`config.mk`:
```
export PLATFORM = sky130hd
export DESIGN_NAME = hsfc_tracker
export DESIGN_NICKNAME = d
export VERILOG_FILES = /design/src/rtl/hsfc_pkg.sv /design/src/rtl/hsfc_tracker.sv
export SDC_FILE = /design/constraint.sdc
export NUM_CORES = 1
export LEC_CHECK = 0
export BUFFER_PORTS_ARGS = -buffer_cell sky130_fd_sc_hd__buf_2
export CORE_ASPECT_RATIO = 0.75
export CORE_MARGIN = 3
export CORE_UTILIZATION = 25
export CTS_BUF_LIST = sky130_fd_sc_hd__clkbuf_8
export DETAILED_ROUTE_END_ITERATION = 10
export SLEW_MARGIN = 20
export SYNTH_ARGS = -nofsm -noshare
export SYNTH_HDL_FRONTEND = slang
export SYNTH_SLANG_ARGS = --single-unit
```
`constraint.sdc`:
```
create_clock -name clk -period 8.15 [get_ports clk]
set_clock_uncertainty 0.2 [all_clocks]
set_input_delay 1.63 -clock clk [delete_from_list [all_inputs] [get_ports clk]]
set_output_delay 1.63 -clock clk [all_outputs]
set_load 0.01 [all_outputs]
```
`src/rtl/hsfc_pkg.sv`:
```
// Shared constants, types and CRC-8 step for the sensor frame checker.
package hsfc_pkg;

  localparam int FRAME_BYTES = 6;
  localparam int POS_W = 3;

  localparam logic [7:0] CRC_INIT = 8'hFF;
  localparam logic [7:0] CRC_POLY = 8'h31;

  localparam logic [POS_W-1:0] POS_HI0  = 3'd0;
  localparam logic [POS_W-1:0] POS_LO0  = 3'd1;
  localparam logic [POS_W-1:0] POS_CRC0 = 3'd2;
  localparam logic [POS_W-1:0] POS_HI1  = 3'd3;
  localparam logic [POS_W-1:0] POS_LO1  = 3'd4;
  localparam logic [POS_W-1:0] POS_CRC1 = 3'd5;
  localparam logic [POS_W-1:0] POS_LAST = POS_W'(FRAME_BYTES);

  localparam logic [12:0] TEMP_MUL = 13'd4375;
  localparam logic [14:0] TEMP_OFS = 15'd4500;
  localparam logic [9:0]  HUM_MUL  = 10'd625;
  localparam int TEMP_SHIFT = 14;
  localparam int HUM_SHIFT  = 12;

  typedef struct packed {
    logic [15:0] first_word;
    logic [15:0] second_word;
    logic        crc_err;
  } frame_t;

  function automatic logic [7:0] crc8_step(input logic [7:0] crc, input logic [7:0] b);
    logic [7:0] c;
    c = crc ^ b;
    for (int i = 0; i < 8; i++) begin
      if (c[7]) begin
        c = {c[6:0], 1'b0} ^ CRC_POLY;
      end else begin
        c = {c[6:0], 1'b0};
      end
    end
    return c;
  endfunction

endpackage

```
`src/rtl/hsfc_tracker.sv`:
```
// Byte position tracking, word assembly and per-word CRC check.
module hsfc_tracker (
  input  logic           clk,
  input  logic           rst_n,
  input  logic           in_valid,
  output logic           in_ready,
  input  logic [7:0]     in_rx_byte,
  input  logic           in_frame_start,
  output logic           frm_valid,
  input  logic           frm_ready,
  output hsfc_pkg::frame_t frm
);
  import hsfc_pkg::*;

  logic [POS_W-1:0] pos_r, pos_nxt, pos_eff;
  logic [7:0]       crc_r, crc_nxt, crc_base, crc_upd;
  logic [7:0]       hi_r, hi_nxt;
  logic [15:0]      w1_r, w1_nxt;
  logic [15:0]      w2_r, w2_nxt;
  logic             good_r, good_nxt;
  logic             frm_valid_r, frm_valid_nxt;
  frame_t           frm_r, frm_nxt;
  logic             restart, accept, emit;

  assign restart  = in_frame_start || (pos_r >= POS_LAST);
  assign pos_eff  = restart ? POS_HI0 : pos_r;
  assign crc_base = restart ? CRC_INIT : crc_r;
  assign crc_upd  = crc8_step(crc_base, in_rx_byte);

  // Stall only when a frame could complete while the result slot is full.
  assign in_ready = (pos_r != POS_CRC1) || !frm_valid_r || frm_ready;
  assign accept   = in_valid && in_ready;
  assign emit     = accept && (pos_eff == POS_CRC1);

  always_comb begin
    pos_nxt  = pos_r;
    crc_nxt  = crc_r;
    hi_nxt   = hi_r;
    w1_nxt   = w1_r;
    w2_nxt   = w2_r;
    good_nxt = good_r;
    frm_nxt  = frm_r;
    if (accept) begin
      unique case (pos_eff)
        POS_HI0, POS_HI1: begin
          crc_nxt = crc_upd;
          hi_nxt  = in_rx_byte;
          pos_nxt = pos_eff + 1'b1;
        end
        POS_LO0: begin
          crc_nxt = crc_upd;
          w1_nxt  = {hi_r, in_rx_byte};
          pos_nxt = POS_CRC0;
        end
        POS_CRC0: begin
          good_nxt = (crc_base == in_rx_byte);
          crc_nxt  = CRC_INIT;
          pos_nxt  = POS_HI1;
        end
        POS_LO1: begin
          crc_nxt = crc_upd;
          w2_nxt  = {hi_r, in_rx_byte};
          pos_nxt = POS_CRC1;
        end
        default: begin
          frm_nxt.first_word  = w1_r;
          frm_nxt.second_word = w2_r;
          frm_nxt.crc_err     = !(good_r && (crc_base == in_rx_byte));
          crc_nxt = CRC_INIT;
          pos_nxt = POS_HI0;
        end
      endcase
    end
  end

  always_comb begin
    frm_valid_nxt = frm_valid_r;
    if (frm_ready) begin
      frm_valid_nxt = 1'b0;
    end
    if (emit) begin
      frm_valid_nxt = 1'b1;
    end
  end

  always_ff @(posedge clk) begin
    if (!rst_n) begin
      pos_r       <= POS_HI0;
      crc_r       <= CRC_INIT;
      hi_r        <= '0;
      w1_r        <= '0;
      w2_r        <= '0;
      good_r      <= 1'b0;
      frm_valid_r <= 1'b0;
    end else begin
      pos_r       <= pos_nxt;
      crc_r       <= crc_nxt;
      hi_r        <= hi_nxt;
      w1_r        <= w1_nxt;
      w2_r        <= w2_nxt;
      good_r      <= good_nxt;
      frm_valid_r <= frm_valid_nxt;
    end
  end

  always_ff @(posedge clk) begin
    frm_r <= frm_nxt;
  end

  assign frm_valid = frm_valid_r;
  assign frm       = frm_r;

endmodule

```
==> flow_summary_export.csv <==
group,metric,value,unit
setup_path,path_max_fanout,5,
synth,yosysTopAreaCell,"dfxtp_1",
clock_tree,clk_pin_slew,0.08,ns
worst_hold_path,hold_start,"w2_r[14]",
sta,hold_viol,0,
synth,synth_top_area_share,29.78,%
setup_path,crit_path_max_incr_delay,0.30,ns
detailed_routing,drtAntennaViolNets,0,
floorplan,fp.coreArea,13840,sq um
power,peakVddDrop,0.09274,mV
setup_path,cpMostUsedCell,"buf_2",
place,io_buffers,47,
power,leakage,1.492,nW
sta,final_max_slew_viol_count,0,
clock_tree,clockBufferDepth,2,
detailed_routing,vias_per_cell,4.569,
setup_path,crit_arrival,2.34,ns
sta,worst_pin_slew,0.8095,ns
setup_path,rrSetupSlack,5.21,ns
layout,mostFrequentLayoutCell,"nand2_1",
synth,synth.area.top_cells,"dfxtp_1 (30%), edfxtp_1 (28%), nand2_1 (5.8%)",
floorplan,die_h,109.4,um
setup_path,crit_start,"frm_ready",
setup_path,critPathRequiredTime,6.32,ns
layout,area_growth,16.54,%
detailed_routing,remaining_drc_errors,0,
setup_path,criticalPathCategory,"in -> out",
run_status,status,"finished, final reports clean",
clock_tree,htreeDepth,3,
global_routing,track_usage,9.944,%
synth,synth_cell_types,44,
synth,seq_area_frac_synth,57.58,%
setup_path,crit_chain,"buf_2 > nor2b_1 > nand3_1 > buf_2",
layout,fin_util,30.00,%
floorplan,num_rows,37,
detailed_routing,drtPass1Iterations,4,
setup_path,crit_buf_inv,2,
setup_path,cp_top_family,"simple AND/OR/NAND/NOR gates",
layout,fin_nets,377,
detailed_routing,drt-total-wl,7.647,mm
clock_tree,post_cts_resized,0,
setup_path,r2r-start,"pos_r[2]",
global_routing,grt_pass1_wl,12.15,mm
place,dp_hpwl,5.371,mm
setup_path,crit_path_start_kind,"input port",
synth,syn_area,3563,sq um
place,place.gp.congestion,0.7943,
synth,netlist_instances,317,
setup_path,end_kind,"output port",
floorplan,die_w,143.9,um
clock_tree,cts.sinks,86,
global_routing,antenna_found_initial,0,
worst_hold_path,holdPathEnd,"frm[15]",
setup_path,cp_slowest_cell,"nor2b_1",
synth,ys_seq_elements,86,
clock_tree,postCtsSetupRepairBufs,0,
synth,yosysWarnings,0,
setup_path,reg2reg_depth,5,
detailed_routing,num_vias,2467,
power,powerDensity,225.4,nW/um^2
sta,relSlewSlack,46.03,%
synth,synth_ff_type,"dfxtp_1",
sta,fin_crit,4.172,ns
setup_path,worstReg2RegEnd,"w2_r[7]",
layout,diodes,0,
sta,rsz0062_at_grt,"false",
floorplan,io_pins,48,
floorplan,start_util,25.74,%
worst_hold_path,hold_path_class,"reg -> reg",
synth,synth_fp_nets,334,
global_routing,grt_pass1_vias,2380,
worst_hold_path,holdPathStages,0,
synth,synthArstFlopShare,0,%
sta,finalSetupViolations,0,
job,max-cap-violations,0,
detailed_routing,wire_per_inst,14.16,um
synth,synth_area_per_cell,11.24,sq um
clock_tree,hold_buffers,0,
clock_tree,cts_buffers,9,
sta,setup_tns,0,ns
clock_tree,cts_tree,"built",
floorplan,die_area,15740,sq um
layout,drive_above_1_share,22.47,%
clock_tree,cts_root_buf,"clkbuf_8",
layout,layout_common_cells,"nand2_1 (55), dfxtp_1 (53), buf_2 (47)",
synth,synth-edff-count,33,
clock_tree,clock_latency,0.35,ns
sta,fin_crit_sh,51.19,%
detailed_routing,drtIter0Drc,137,
sta,fmax,0.2397,GHz
global_routing,grt_max_degree,36,
global_routing,grt_overflow,0,
## cells in the mapped netlist (2+ instances only)
master	instances
a21boi_0	6
nand4_1	4
a21boi_1	2
dfxtp_1	53
inv_1	3
buf_6	3
a21o_1	2
xor2_1	3
edfxtp_1	33
nand2b_1	2
xnor3_1	2
nor2_1	20
nand3_1	14
clkbuf_1	7
ha_1	4
nor2b_1	5
a211oi_2	5
nor3b_1	4
xnor2_1	9
nand2_1	55
xnor2_2	6
a21oi_1	21
or3b_2	2
o211ai_1	5
mux2i_1	16
or3_1	2
nor4_1	2
o21ai_0	6
buf_2	5
a211oi_1	2
## how the worst max path moves through the flow
stage | end | slack (ns) | cells after the start
4_1_cts | in_ready | 3.97 | 4
5_1_grt | in_ready | 3.89 | 4
2_1_floorplan | frm[0] | 3.62 | 6
3_5_place_dp | in_ready | 3.98 | 4
6_report | in_ready | 3.98 | 4
3_3_place_gp | in_ready | 4.01 | 4
## registers in the layout, summed over array words and instances (netlist names)
register   count
crc_r          8
frm           33
frm_valid      1
good_r         1
hi_r           8
pos_r          3
w1_r          16
w2_r          16
## logic make-up after synthesis
group | Yosys count | share of synthesized area (%)
adders and majority gates | 4 | 1.405
AOI/OAI and AO/OA | 57 | 11.48
muxes | 16 | 4.494
and+or+nand+nor | 113 | 14.96
DFF | 86 | 57.58
buffers and inverters | 21 | 3.125
xor gates and xnor gates | 20 | 6.952
## per-layer routing
metal	share of wire, %	GRT usage, %	vias to the layer above	wire [um]
met4	1.3	4.032	0	103
li1	-	-	1200	-
met1	47	12.77	1184	3581
met3	5.9	3.130	12	452
met5	0	0	-	0
met2	46	15.60	71	3509
## metrics by stage
step	std cells	worst slack [ns]	power, W	hold WS, ns	cell area (sq um)
floorplan	317	3.616	0.0005873	0.2080	3563
global placement	524	4.013	0.0006164	0.2160	3939
detailed placement	524	3.982	0.0006203	0.2202	3939
CTS	540	3.975	0.0009437	0.2420	4153
global route	540	3.892	0.0009768	0.2425	4153
finish	540	3.978	0.0009360	0.2365	4153
## where the power goes
group	internal [W]	switching [W]	leakage (nW)
registers	0.000467	0.0000149	0.711
clock network	0.000172	0.000154	0.111
logic	0.0000575	0.0000705	0.671
## cell type report
type                    count  area [sq um]
fillers                  1402          9689
flip-flops and latches     86          2052
multi-input cells         210          1403
repair buffers             49         250.2
well taps                 175         219.0
clock buffers               9         123.9
clock inverters             7         90.09
inverters                   4         15.01
Note: power is estimated with default switching activity, not from simulation.
